<file path="src/rtl/core/fbm_pkg.sv">
// Shared types, codes and widths for the fuzz byte mutator.
package fbm_pkg;

    localparam int POS_W             = 48;
    localparam int BYTE_W            = 8;
    localparam int ENTRY_IDX_W       = 4;
    localparam int MAP_WORD_W        = 64;
    localparam int MAP_WORD_IDX_W    = 2;
    localparam int RANGE_W           = 2 * POS_W;
    localparam int RANGE_ENTRIES_DEF = 16;

    // configuration port
    localparam int CFG_IDX_W  = 2;
    localparam int CFG_DATA_W = 5;
    localparam int RCOUNT_W   = 5;
    localparam logic [CFG_IDX_W-1:0] CFG_FUZZ_MODE   = 2'd0;
    localparam logic [CFG_IDX_W-1:0] CFG_RANGE_CHECK = 2'd1;
    localparam logic [CFG_IDX_W-1:0] CFG_RANGE_COUNT = 2'd2;

    // mask modes; the fourth code leaves the byte unchanged
    localparam logic [1:0] MODE_XOR   = 2'd0;
    localparam logic [1:0] MODE_SET   = 2'd1;
    localparam logic [1:0] MODE_CLEAR = 2'd2;
    localparam logic [1:0] MODE_KEEP  = 2'd3;

    typedef enum logic [1:0] {
        KIND_DATA,
        KIND_RANGE,
        KIND_PROTECT,
        KIND_REFUSE
    } kind_t;

    typedef enum logic [2:0] {
        REASON_APPLIED,
        REASON_OUTSIDE,
        REASON_PROTECTED,
        REASON_ZERO_MASK,
        REASON_REFUSED
    } reason_t;

    typedef enum logic [1:0] {
        S_IDLE,
        S_SCAN,
        S_FINISH
    } state_t;

    typedef struct packed {
        logic                      protect_we;
        logic                      refuse_we;
        logic [MAP_WORD_IDX_W-1:0] word;
        logic [MAP_WORD_W-1:0]     bits;
    } map_wr_t;

    typedef struct packed {
        logic [BYTE_W-1:0] out_byte;
        logic              modified;
        reason_t           skip_reason;
    } result_t;

endpackage

</file>
<file path="src/rtl/core/fbm_if.sv">
// Handshake channels of the fuzz byte mutator: input items, results, config writes.
interface fbm_item_if;
    logic                               valid;
    logic                               ready;
    logic [1:0]                         kind;
    logic [fbm_pkg::POS_W-1:0]          position;
    logic [fbm_pkg::BYTE_W-1:0]         data_byte;
    logic [fbm_pkg::BYTE_W-1:0]         fuzz_mask;
    logic [fbm_pkg::ENTRY_IDX_W-1:0]    entry_index;
    logic [fbm_pkg::POS_W-1:0]          range_start;
    logic [fbm_pkg::POS_W-1:0]          range_end;
    logic [fbm_pkg::MAP_WORD_W-1:0]     table_word;

    modport source (
        output valid, kind, position, data_byte, fuzz_mask, entry_index,
               range_start, range_end, table_word,
        input  ready
    );
    modport sink (
        input  valid, kind, position, data_byte, fuzz_mask, entry_index,
               range_start, range_end, table_word,
        output ready
    );
endinterface

interface fbm_result_if;
    logic                       valid;
    logic                       ready;
    logic [fbm_pkg::BYTE_W-1:0] out_byte;
    logic                       modified;
    logic [2:0]                 skip_reason;

    modport source (output valid, out_byte, modified, skip_reason, input ready);
    modport sink (input valid, out_byte, modified, skip_reason, output ready);
endinterface

interface fbm_cfg_if;
    logic                           valid;
    logic                           ready;
    logic [fbm_pkg::CFG_IDX_W-1:0]  index;
    logic [fbm_pkg::CFG_DATA_W-1:0] data;

    modport source (output valid, index, data, input ready);
    modport sink (input valid, index, data, output ready);
endinterface

</file>
<file path="src/rtl/core/fuzz_byte_mutator.sv">
// Top level of the fuzz byte mutator: control, config registers, range scan, result register.
//
// Each data word carries one stream byte, its file position and a fuzz mask, and gives one
// result word; load words (range entry, protect word, refuse word) give none. A data word
// is scanned against range table entries until a match or the end of the valid list (none
// with range checking off or range_count zero, at most min(range_count, RANGE_ENTRIES)),
// then waits in the finish step for a free result register; the input is held until then.
// The scan uses the single read port of the range table memory, walked one entry a cycle
// into one 48-bit window compare. One data word is in work at a time; the result register
// lets the next word be accepted while the previous result waits. The range table is not
// cleared: entries must be written before they are read; the block does not enforce it.
// The protect and refuse bitmaps reset to zero at once.
module fuzz_byte_mutator #(
    parameter int RANGE_ENTRIES = fbm_pkg::RANGE_ENTRIES_DEF
) (
    input  logic   clk,
    input  logic   rst_n,
    fbm_item_if.sink     item,
    fbm_result_if.source result,
    fbm_cfg_if.sink      cfg
);

    localparam int IDX_W = (RANGE_ENTRIES > 1) ? $clog2(RANGE_ENTRIES) : 1;
    localparam int CW    = $clog2(RANGE_ENTRIES + 1);
    localparam int EW    = (CW > fbm_pkg::RCOUNT_W) ? CW : fbm_pkg::RCOUNT_W;

    // config registers
    logic [1:0]                   fuzz_mode_reg;
    logic                         range_check_reg;
    logic [fbm_pkg::RCOUNT_W-1:0] range_count_reg;

    // control
    fbm_pkg::state_t state_reg, state_next;
    logic [IDX_W-1:0] cnt_reg, cnt_next;
    logic             hit_reg, hit_next;
    logic             out_valid_reg, out_valid_next;
    fbm_pkg::result_t out_data_reg;

    // latched data word payload
    logic [fbm_pkg::POS_W-1:0]  pos_reg;
    logic [fbm_pkg::BYTE_W-1:0] orig_reg;
    logic [fbm_pkg::BYTE_W-1:0] mask_reg;

    logic             item_ready;
    logic             item_fire;
    logic             is_data;
    logic             out_free;
    logic             finish_fire;
    logic [EW-1:0]    rc_ext;
    logic [EW-1:0]    n_eff;
    logic             last_entry;
    logic             scan_needed;
    logic [IDX_W-1:0] rd_addr;
    logic             range_we;
    logic [fbm_pkg::RANGE_W-1:0] rd_data;
    logic [fbm_pkg::POS_W-1:0]   r_start;
    logic [fbm_pkg::POS_W-1:0]   r_end;
    logic             match;
    fbm_pkg::map_wr_t map_wr;
    fbm_pkg::result_t decided;

    assign item_fire = item.valid && item_ready;
    assign is_data   = (item.kind == fbm_pkg::KIND_DATA);
    assign out_free  = !out_valid_reg || result.ready;

    // range_count above the table depth acts as the depth
    assign rc_ext      = EW'(range_count_reg);
    assign n_eff       = (rc_ext > EW'(RANGE_ENTRIES)) ? EW'(RANGE_ENTRIES) : rc_ext;
    assign last_entry  = (EW'(cnt_reg) + EW'(1)) == n_eff;
    assign scan_needed = range_check_reg && (n_eff != '0);

    // entry under compare; start == end is open-ended
    assign r_start = rd_data[fbm_pkg::RANGE_W-1 -: fbm_pkg::POS_W];
    assign r_end   = rd_data[fbm_pkg::POS_W-1:0];
    assign match   = (pos_reg >= r_start) && ((r_start == r_end) || (pos_reg < r_end));

    // config writes: always ready, index beyond the list ignored
    assign cfg.ready = 1'b1;

    always_ff @(posedge clk or negedge rst_n)
    begin
        if (!rst_n)
        begin
            fuzz_mode_reg   <= '0;
            range_check_reg <= 1'b0;
            range_count_reg <= '0;
        end
        else if (cfg.valid)
        begin
            case (cfg.index)
                fbm_pkg::CFG_FUZZ_MODE:   fuzz_mode_reg   <= cfg.data[1:0];
                fbm_pkg::CFG_RANGE_CHECK: range_check_reg <= cfg.data[0];
                fbm_pkg::CFG_RANGE_COUNT: range_count_reg <= cfg.data[fbm_pkg::RCOUNT_W-1:0];
                default:                  ;
            endcase
        end
    end

    // next state
    always_comb
    begin
        state_next = state_reg;
        case (state_reg)
            fbm_pkg::S_IDLE:
            begin
                if (item_fire && is_data)
                begin
                    state_next = scan_needed ? fbm_pkg::S_SCAN : fbm_pkg::S_FINISH;
                end
            end
            fbm_pkg::S_SCAN:
            begin
                if (match || last_entry)
                begin
                    state_next = fbm_pkg::S_FINISH;
                end
            end
            fbm_pkg::S_FINISH:
            begin
                if (out_free)
                begin
                    state_next = fbm_pkg::S_IDLE;
                end
            end
            default: state_next = fbm_pkg::S_IDLE;
        endcase
    end

    // state outputs
    always_comb
    begin
        item_ready  = 1'b0;
        finish_fire = 1'b0;
        rd_addr     = '0;
        case (state_reg)
            fbm_pkg::S_IDLE:   item_ready  = 1'b1;
            fbm_pkg::S_SCAN:   rd_addr     = cnt_reg + IDX_W'(1);
            fbm_pkg::S_FINISH: finish_fire = out_free;
            default:           ;
        endcase
    end

    assign item.ready = item_ready;

    always_comb
    begin
        cnt_next = cnt_reg;
        hit_next = hit_reg;
        if (item_fire && is_data)
        begin
            cnt_next = '0;
            hit_next = !range_check_reg;
        end
        else if (state_reg == fbm_pkg::S_SCAN)
        begin
            hit_next = match;
            if (!(match || last_entry))
            begin
                cnt_next = cnt_reg + IDX_W'(1);
            end
        end
    end

    always_comb
    begin
        out_valid_next = out_valid_reg;
        if (finish_fire)
        begin
            out_valid_next = 1'b1;
        end
        else if (result.ready)
        begin
            out_valid_next = 1'b0;
        end
    end

    always_ff @(posedge clk or negedge rst_n)
    begin
        if (!rst_n)
        begin
            state_reg     <= fbm_pkg::S_IDLE;
            cnt_reg       <= '0;
            hit_reg       <= 1'b0;
            out_valid_reg <= 1'b0;
        end
        else
        begin
            state_reg     <= state_next;
            cnt_reg       <= cnt_next;
            hit_reg       <= hit_next;
            out_valid_reg <= out_valid_next;
        end
    end

    // payload, no reset
    always_ff @(posedge clk)
    begin
        if (item_fire)
        begin
            pos_reg  <= item.position;
            orig_reg <= item.data_byte;
            mask_reg <= item.fuzz_mask;
        end
        if (finish_fire)
        begin
            out_data_reg <= decided;
        end
    end

    // load words
    assign range_we = item_fire && (item.kind == fbm_pkg::KIND_RANGE)
                      && (int'(item.entry_index) < RANGE_ENTRIES);

    assign map_wr.protect_we = item_fire && (item.kind == fbm_pkg::KIND_PROTECT)
                               && (item.entry_index[fbm_pkg::ENTRY_IDX_W-1:
                                                    fbm_pkg::MAP_WORD_IDX_W] == '0);
    assign map_wr.refuse_we  = item_fire && (item.kind == fbm_pkg::KIND_REFUSE)
                               && (item.entry_index[fbm_pkg::ENTRY_IDX_W-1:
                                                    fbm_pkg::MAP_WORD_IDX_W] == '0);
    assign map_wr.word       = item.entry_index[fbm_pkg::MAP_WORD_IDX_W-1:0];
    assign map_wr.bits       = item.table_word;

    fbm_range_mem #(
        .ENTRIES (RANGE_ENTRIES),
        .IDX_W   (IDX_W)
    ) u_range_mem (
        .clk   (clk),
        .we    (range_we),
        .waddr (IDX_W'(item.entry_index)),
        .wdata ({item.range_start, item.range_end}),
        .raddr (rd_addr),
        .rdata (rd_data)
    );

    fbm_decide u_decide (
        .clk    (clk),
        .rst_n  (rst_n),
        .map_wr (map_wr),
        .hit    (hit_reg),
        .orig   (orig_reg),
        .mask   (mask_reg),
        .mode   (fuzz_mode_reg),
        .result (decided)
    );

    assign result.valid       = out_valid_reg;
    assign result.out_byte    = out_data_reg.out_byte;
    assign result.modified    = out_data_reg.modified;
    assign result.skip_reason = out_data_reg.skip_reason;

    // a result only appears out of the finish step
    a_rise_from_finish: assert property (@(posedge clk) disable iff (!rst_n)
        $rose(out_valid_reg) |-> $past(state_reg == fbm_pkg::S_FINISH))
        else $error("result valid without finish step");

    // scan index stays within the valid entries
    a_scan_bound: assert property (@(posedge clk) disable iff (!rst_n)
        (state_reg == fbm_pkg::S_SCAN) |-> (EW'(cnt_reg) < n_eff))
        else $error("range scan past valid entries");

    // a blocked result holds the finish step
    a_finish_hold: assert property (@(posedge clk) disable iff (!rst_n)
        (state_reg == fbm_pkg::S_FINISH && out_valid_reg && !result.ready)
        |=> (state_reg == fbm_pkg::S_FINISH))
        else $error("finish left while result register full");

    // skipped bytes are never reported modified
    a_skip_unmodified: assert property (@(posedge clk) disable iff (!rst_n)
        (out_valid_reg && out_data_reg.skip_reason != fbm_pkg::REASON_APPLIED)
        |-> !out_data_reg.modified)
        else $error("skipped byte flagged modified");

endmodule

</file>
<file path="src/rtl/core/fbm_range_mem.sv">
// Range table memory: one write port, one read port with registered read data.
module fbm_range_mem #(
    parameter int ENTRIES = fbm_pkg::RANGE_ENTRIES_DEF,
    parameter int IDX_W   = (ENTRIES > 1) ? $clog2(ENTRIES) : 1
) (
    input  logic                        clk,
    input  logic                        we,
    input  logic [IDX_W-1:0]            waddr,
    input  logic [fbm_pkg::RANGE_W-1:0] wdata,
    input  logic [IDX_W-1:0]            raddr,
    output logic [fbm_pkg::RANGE_W-1:0] rdata
);

    logic [fbm_pkg::RANGE_W-1:0] mem [ENTRIES];

    always_ff @(posedge clk)
    begin
        if (we)
        begin
            mem[waddr] <= wdata;
        end
    end

    always_ff @(posedge clk)
    begin
        rdata <= mem[raddr];
    end

endmodule

</file>
<file path="src/rtl/core/fbm_decide.sv">
// Protect/refuse bitmaps and the per-byte mask application and skip decision.
module fbm_decide (
    input  logic                        clk,
    input  logic                        rst_n,
    input  fbm_pkg::map_wr_t            map_wr,
    input  logic                        hit,
    input  logic [fbm_pkg::BYTE_W-1:0]  orig,
    input  logic [fbm_pkg::BYTE_W-1:0]  mask,
    input  logic [1:0]                  mode,
    output fbm_pkg::result_t            result
);

    localparam int BIT_IDX_W = fbm_pkg::BYTE_W - fbm_pkg::MAP_WORD_IDX_W;
    localparam int WORDS     = 2 ** fbm_pkg::MAP_WORD_IDX_W;

    logic [fbm_pkg::MAP_WORD_W-1:0] protect_reg [WORDS];
    logic [fbm_pkg::MAP_WORD_W-1:0] refuse_reg  [WORDS];
    logic [fbm_pkg::BYTE_W-1:0]     new_val;
    logic                           protect_bit;
    logic                           refuse_bit;

    always_ff @(posedge clk or negedge rst_n)
    begin
        if (!rst_n)
        begin
            for (int i = 0; i < WORDS; i++)
            begin
                protect_reg[i] <= '0;
                refuse_reg[i]  <= '0;
            end
        end
        else
        begin
            if (map_wr.protect_we)
            begin
                protect_reg[map_wr.word] <= map_wr.bits;
            end
            if (map_wr.refuse_we)
            begin
                refuse_reg[map_wr.word] <= map_wr.bits;
            end
        end
    end

    always_comb
    begin
        case (mode)
            fbm_pkg::MODE_XOR:   new_val = orig ^ mask;
            fbm_pkg::MODE_SET:   new_val = orig | mask;
            fbm_pkg::MODE_CLEAR: new_val = orig & ~mask;
            default:             new_val = orig;
        endcase
    end

    // top bits pick the word, low bits the bit in it
    assign protect_bit = protect_reg[orig[fbm_pkg::BYTE_W-1 -: fbm_pkg::MAP_WORD_IDX_W]]
                                    [orig[BIT_IDX_W-1:0]];
    assign refuse_bit  = refuse_reg[new_val[fbm_pkg::BYTE_W-1 -: fbm_pkg::MAP_WORD_IDX_W]]
                                   [new_val[BIT_IDX_W-1:0]];

    always_comb
    begin
        result.out_byte    = orig;
        result.modified    = 1'b0;
        result.skip_reason = fbm_pkg::REASON_APPLIED;
        if (!hit)
        begin
            result.skip_reason = fbm_pkg::REASON_OUTSIDE;
        end
        else if (protect_bit)
        begin
            result.skip_reason = fbm_pkg::REASON_PROTECTED;
        end
        else if (mask == '0)
        begin
            result.skip_reason = fbm_pkg::REASON_ZERO_MASK;
        end
        else if (refuse_bit)
        begin
            result.skip_reason = fbm_pkg::REASON_REFUSED;
        end
        else
        begin
            result.out_byte = new_val;
            result.modified = (new_val != orig);
        end
    end

endmodule

</file>
<file path="src/flat_wrapper.sv">
// flat-port wrapper written by rule: the top's interface ports become plain ports
module fuzz_byte_mutator_flat 
#(
    parameter int RANGE_ENTRIES = fbm_pkg::RANGE_ENTRIES_DEF
)
  (clk, rst_n, item_valid, item_kind, item_position, item_data_byte, item_fuzz_mask, item_entry_index, item_range_start, item_range_end, item_table_word, item_ready, result_valid, result_out_byte, result_modified, result_skip_reason, result_ready, cfg_valid, cfg_index, cfg_data, cfg_ready);
  fbm_item_if item_i ();
  fbm_result_if result_i ();
  fbm_cfg_if cfg_i ();
  input  logic clk;
  input  logic rst_n;
  input wire logic [$bits(item_i.valid)-1:0] item_valid;
  input wire logic [$bits(item_i.kind)-1:0] item_kind;
  input wire logic [$bits(item_i.position)-1:0] item_position;
  input wire logic [$bits(item_i.data_byte)-1:0] item_data_byte;
  input wire logic [$bits(item_i.fuzz_mask)-1:0] item_fuzz_mask;
  input wire logic [$bits(item_i.entry_index)-1:0] item_entry_index;
  input wire logic [$bits(item_i.range_start)-1:0] item_range_start;
  input wire logic [$bits(item_i.range_end)-1:0] item_range_end;
  input wire logic [$bits(item_i.table_word)-1:0] item_table_word;
  output wire logic [$bits(item_i.ready)-1:0] item_ready;
  output wire logic [$bits(result_i.valid)-1:0] result_valid;
  output wire logic [$bits(result_i.out_byte)-1:0] result_out_byte;
  output wire logic [$bits(result_i.modified)-1:0] result_modified;
  output wire logic [$bits(result_i.skip_reason)-1:0] result_skip_reason;
  input wire logic [$bits(result_i.ready)-1:0] result_ready;
  input wire logic [$bits(cfg_i.valid)-1:0] cfg_valid;
  input wire logic [$bits(cfg_i.index)-1:0] cfg_index;
  input wire logic [$bits(cfg_i.data)-1:0] cfg_data;
  output wire logic [$bits(cfg_i.ready)-1:0] cfg_ready;
  assign item_i.valid = item_valid;
  assign item_i.kind = item_kind;
  assign item_i.position = item_position;
  assign item_i.data_byte = item_data_byte;
  assign item_i.fuzz_mask = item_fuzz_mask;
  assign item_i.entry_index = item_entry_index;
  assign item_i.range_start = item_range_start;
  assign item_i.range_end = item_range_end;
  assign item_i.table_word = item_table_word;
  assign item_ready = item_i.ready;
  assign result_valid = result_i.valid;
  assign result_out_byte = result_i.out_byte;
  assign result_modified = result_i.modified;
  assign result_skip_reason = result_i.skip_reason;
  assign result_i.ready = result_ready;
  assign cfg_i.valid = cfg_valid;
  assign cfg_i.index = cfg_index;
  assign cfg_i.data = cfg_data;
  assign cfg_ready = cfg_i.ready;
  fuzz_byte_mutator #(.RANGE_ENTRIES(RANGE_ENTRIES)) u_core (.clk(clk), .rst_n(rst_n), .item(item_i), .result(result_i), .cfg(cfg_i));
endmodule
</file>
<file path="config.mk">
export PLATFORM = sky130hd
export DESIGN_NAME = fuzz_byte_mutator_flat
export DESIGN_NICKNAME = d
export VERILOG_FILES = /design/src/rtl/core/fbm_pkg.sv /design/src/rtl/core/fbm_if.sv /design/src/rtl/core/fuzz_byte_mutator.sv /design/src/rtl/core/fbm_range_mem.sv /design/src/rtl/core/fbm_decide.sv /design/src/flat_wrapper.sv
export SDC_FILE = /design/constraint.sdc
export NUM_CORES = 2
export LEC_CHECK = 0
export BUFFER_PORTS_ARGS = -buffer_cell sky130_fd_sc_hd__clkbuf_2
export CAP_MARGIN = 0
export CELL_PAD_IN_SITES_DETAIL_PLACEMENT = 0
export CELL_PAD_IN_SITES_GLOBAL_PLACEMENT = 2
export CORE_MARGIN = 4
export CORE_UTILIZATION = 50
export DETAILED_ROUTE_END_ITERATION = 10
export PLACE_DENSITY_LB_ADDON = 0.1
export SYNTH_ARGS = -nofsm -noshare
export SYNTH_HDL_FRONTEND = slang
export SYNTH_HIERARCHICAL = 1
export SYNTH_SLANG_ARGS = --single-unit
</file>
<file path="constraint.sdc">
create_clock -name clk -period 13.03 [get_ports clk]
set_clock_uncertainty 0.1 [all_clocks]
set_input_delay 1.9545 -clock clk [delete_from_list [all_inputs] [get_ports clk]]
set_output_delay 1.9545 -clock clk [all_outputs]
set_load 0.01 [all_outputs]
</file>
* Word-level counts from Yosys, hierarchy flattened
Memory sizes are Yosys's and may differ from the RTL's. A register that Yosys moved wholly into a read port is not among the register bits.
Index checks and enable logic that the tools add are counted.
** Storage, ports and cells
- Register bits after elaboration :: 604
- Memories kept :: 1
- Latch bits :: 0
- Bits in read-only memories :: 0
- RAM bits :: 1536
- Output and inout port bits :: 15
** Operators by class
- Shift operators :: 0
- $lt $le $gt $ge :: 9
- Multiply operators :: 0
- Divide/modulo/power cells :: 0
- Reduce and logical (&&, ||, !) cells :: 31
- Bitwise operators :: 8
- Add/subtract/negate cells :: 2
- Eq/ne operators :: 16
- Mux-type cells :: 40
** Memories
- u_core.u_range_mem.mem :: depth 16, width 96, rd ports 1, clocked after memory_dff 1, write ports 1, line fbm_range_mem.sv:14 : logic [fbm_pkg::RANGE_W-1:0] mem [ENTRIES];
** Operators with widths (number)
- bitwise mux 256 bit :: 2
- two-way mux 64 bit :: 5
- binary-select mux 64 bit (select 2 bit) :: 2
- demux 64 bit (select 2 bit) :: 1
- equality test 48 bit :: 1
- greater-or-equal comparator 48 bit :: 1
- < comparator 48 bit :: 1
- two-way mux 9 bit :: 4
- one-hot mux 8 bit (3 select lines) :: 1
- two-way mux 4 bit :: 4
- < comparator 6 x 7 -> 1 bit (second input constant) :: 2
- binary-select mux 1 bit (select 6 bit) :: 2
- two-way mux 2 bit :: 6
- equality test 2 bit (second input constant) :: 5
- logical AND 1 bit :: 10
- zero test 2 bit :: 5
- two-way mux 1 bit :: 10
- greater-or-equal comparator 3 bit (second input constant) :: 3
- inverter 2 -> 3 bit :: 3
- bitwise AND 8 bit :: 1
- equality test 2 x 1 -> 1 bit (second input constant) :: 4
- zero test 8 bit :: 1
- inequality test 2 x 1 -> 1 bit (second input constant) :: 4
- inequality test 8 bit :: 1
- 20 further kinds :: 27

* Depth between registers and ports, before layout
- Word-level depth :: 13
- Gate-level depth with buffers :: 17

* By module
The synthesis kept the hierarchy.
** By module, submodules not included
- fbm_range_mem :: times used 1, cells an instance 2460, area an instance 59355.7 µm²
- fbm_decide :: times used 1, cells an instance 1835, area an instance 25574.5 µm²
- fuzz_byte_mutator :: times used 1, cells an instance 566, area an instance 6070.8 µm²

* Worst setup path before layout
No wires, ideal clock.
- Path type :: input port to flip-flop
- From :: input port item_valid
- To :: memory u_core/u_range_mem/mem[0][0] in the netlist's numbering (enable)
- Setup slack :: 2.921 ns
- Required time :: 12.260 ns
- Data arrival time :: 9.339 ns
- Library setup time :: 0.670 ns
- Cell stages on the path :: 4
- Path through :: nand2_1 > nor3_1 > or3b_2 > nor3_1
** On the way
- Longest elaborated chain between the ends :: 4
** RTL lines
- from (decl) :: line flat_wrapper.sv:12 : input wire logic [$bits(item_i.valid)-1:0] item_valid;
- logical AND 1 bit :: line fuzz_byte_mutator.sv:62 : assign item_fire = item.valid && item_ready;
- logical AND 1 bit :: line fuzz_byte_mutator.sv:211 : assign range_we = item_fire && (item.kind == fbm_pkg::KIND_RANGE)
- net u_core.range_we :: line fuzz_byte_mutator.sv:54 : logic range_we;
- two-way mux 1 bit :: line fbm_range_mem.sv:18 : if (we)
- two-way mux 1 bit (not written as such) :: line fbm_range_mem.sv:20 : mem[waddr] <= wdata;
- to (decl) :: line fbm_range_mem.sv:14
The timed path passes the listed nets, and every way through them passes these cells.

==> key figures <==
Run status
  – Status: finished, final reports clean

Yosys
  – Most common cell in the synthesized netlist: edfxtp_1
  – Yosys top cell by area: edfxtp_1
  – Most common library cells after synthesis: edfxtp_1 (1,612), dfrtp_1 (528), mux2_2 (521)
  – Asr flop ratio synth: 23.6%
  – Mapped Cells: 4,861
  – Number of synthesized flops with an enable pin: roughly 1.6k
  – Number of synthesized register bits: between 2k and 2.5k
  – Post-synth top area share: 53.2%
  – Sequential area share after synthesis: a little over two thirds
  – Post-synth net total: approximately 5.2k
  – Ranking of synthesized cells by area: edfxtp_1 (53%), dfrtp_1 (15%), mux4_2 (12%)
  – Post-synth cell types: 81
  – Avg Cell Area, Syn: 18.7 µm²
  – Synth Flop Type: edfxtp_1
  – Synth Warn #: 6
  – Cell Area, Synth: 91,000 µm²

Pwr
  – PwrDens: 180 nW/µm²
  – Worst vdd ir: 0.146 mV
  – Leak Pwr: 37.2 nW

Worst setup path
  – Crit-path max FO: 37
  – Critical Path Start Type: flip-flop
  – CP required: 13.51 ns
  – CP endpoint kind: flip-flop
  – Worst-case reg-to-reg path depth: 12
  – Worst EP arrival: 5.92 ns
  – CP Class: flip-flop to flip-flop

STA
  – RSZ-0062 raised after global routing: no
  – Slew @ Worst Pin: 1.16 ns
  – Fin crit period: 5.44 ns
  – Fmax: 184 MHz
  – Max Slew Vio Count: 0
  – Setup TNS: 0 ns
  – Final worst-path cycle share: between 40% and 50%
  – Setup violators final: 0
  – Rel. slew slack: 22.6%
  – Fin. Hold Viols: 0

Die
  – Io pins: 257
  – Die Area: 189,000 µm²
  – Site Rows: 156
  – Die Wd: between 400 and 500 µm
  – Core Area: 181,000 µm²
  – Initial core utilization: 50.3%
  – Die Ht: 435 µm

Clock network
  – H-tree depth: 4
  – Worst-Skew Late Latency: 0.86 ns
  – Longest Clk Path Bufs: 3
  – CTS Sinks: 2,236
  – CTS buffer count: 224
  – Worst-path clk slew: roughly 0.06 ns
  – Post-cts sizing count: 0
  – TritonCTS clock tree: done
  – Hold-fix buffer count after cts: 0
  – Postcts setup bufs: 0
  – Root buffer cell: clkbuf_16

Worst hold path
  – Worst Hold Depth: 1
  – Min-Delay Path Class: flip-flop to flip-flop

Detailed routing
  – Detailed Route Iter0 Violations: ~3.6k
  – DR WL met3: 11.0 mm
  – DRT Pass-1 Iters: 5
  – Residual DRC count: 0
  – Final WL: 234 mm
  – Via Count: 46.5k
  – Metal-1 WL: around 96 mm
  – Met2 WL post-DR: 121 mm
  – Vias per inst: 6.01
  – Final ANT Viol Nets: 0
  – DR top layer: met5
  – DR WL/cell: 30.2 µm

Finish
  – Max FFs per register: between 1.5k and 2k
  – P&R area growth vs syn: 12.3%
  – Multi-input logic area: 25,800 µm²
  – FF/Latch Area: between 60,000 and 70,000 µm²
  – Fill cell count: 13.8k
  – Final net count: 5,526
  – Share of layout cells above drive strength 1: roughly a third
  – Final Util: 56.5%
  – Fin cells: a little under 8k

Placed design
  – Port Buf Inserts: between 200 and 300
  – Routability cong.: between 0.8 and 0.9
  – Placed cell count: 7,316
  – Post-DP HPWL: 141 mm

Global routing
  – Initial antenna violation count: 24
  – GRT overflow: 0
  – First-pass GRT wire length: 341 mm
  – Largest net degree at the start of global routing: between 150 and 200
  – Total track usage: 25.1%
  – Number of global-route vias before repair: approximately 48k

Job
  – Max Cap Violations: 0
-- cell usage in the layout, fill, tap and decap left out, types with 7 or more instances in the layout --
master,instances
o21ai_0,21
clkinv_2,23
bufinv_16,11
mux4_2,468
nor3_1,11
clkbuf_1,87
diode_2,9
edfxtp_1,1612
nor2_1,42
inv_1,134
clkbuf_2,254
nand3_1,17
buf_4,83
nor4_1,13
nor2_4,17
a31o_2,24
a21oi_1,58
ha_1,112
nand2b_1,8
a31oi_1,11
mux2_2,521
dfrtp_1,527
buf_12,8
a22oi_1,217
dfxtp_1,96
mux2i_1,132
clkbuf_16,225
o211ai_1,31
nor2b_1,69
a211oi_1,17
clkbuf_8,39
nand4_1,59
xnor2_1,61
inv_6,7
clkinv_1,16
a21o_1,13
nand2_1,184
-- routing by layer --
metal  up-vias  GRT usage [%]
met5         -              0
met2      1151           43.5
met1     25000           33.6
met4         6           6.39
li1      20100              -
met3       291           3.56
-- worst max-delay path, cell delays in order, from the launching register on --
cell and delay [ns]:
edfxtp_1 0.34, buf_4 0.61, ha_1 0.33, inv_1 0.05, mux4_4 0.98, buf_4 0.39, mux4_1 0.50, mux2i_1 0.15
a2111oi_0 0.18, o41ai_1 0.69, o22ai_2 0.27, nor2_8 0.23, mux2_4 0.32
-- metrics by stage --
stage                     power (mW)  area (µm²)  setup WS, ns  hold WS [ns]
after global placement          12.2       94900          6.96         0.382
after detailed placement        12.3       94900          6.92         0.387
final                           18.4      102000          7.59         0.397
after CTS                       18.6      102000          7.45         0.400
after floorplan                 11.1       91000          2.92         0.371
after global routing            19.2      102000          7.26         0.403
-- final timing paths --
path                                                  from                               end  slack, ns
setup / recovery                        u_core/orig_reg[6]         u_core/result.out_byte[0]       7.59
hold reg to reg            u_core/u_decide/protect_reg[95]   u_core/u_decide/protect_reg[95]       0.40
setup reg to reg                        u_core/orig_reg[6]         u_core/result.out_byte[0]       7.59
max in group asynchronous                            rst_n  u_core/u_decide/protect_reg[227]       9.43
min in group asynchronous                            rst_n  u_core/u_decide/protect_reg[210]       1.06
hold / removal             u_core/u_decide/protect_reg[95]   u_core/u_decide/protect_reg[95]       0.40
-- layout make-up --
cell class	count	area share [%]
inverters	139	0.520
clock inverters	70	0.804
diodes	9	0.0220
well taps	2370	2.90
flip-flops and latches	2236	62.2
multi-input cells	2225	25.2
clock buffers	351	6.35
repair buffers	346	2.02
-- where the power goes --
group	switching [mW]	internal (mW)
combinational	1.86	1.61
sequential	0.425	8.19
clock	2.69	3.64
-- cells by family (layout without fill, tap and decap cells) --
kind of cell / Yosys count / in the layout / synth area share, %
muxes: 1131 / 1131 / 19.7
and+or+nand+nor: 466 / 466 / 2.55
other: 1 / 10 / 0.00412
AOI/OAI and AO/OA: 448 / 448 / 3.58
xor gates and xnor gates: 67 / 67 / 0.645
DFF: 2236 / 2236 / 69.8
adders and majority gates: 112 / 112 / 1.54
buffers and inverters: 400 / 906 / 2.14
(Power assumes the default switching activity.)
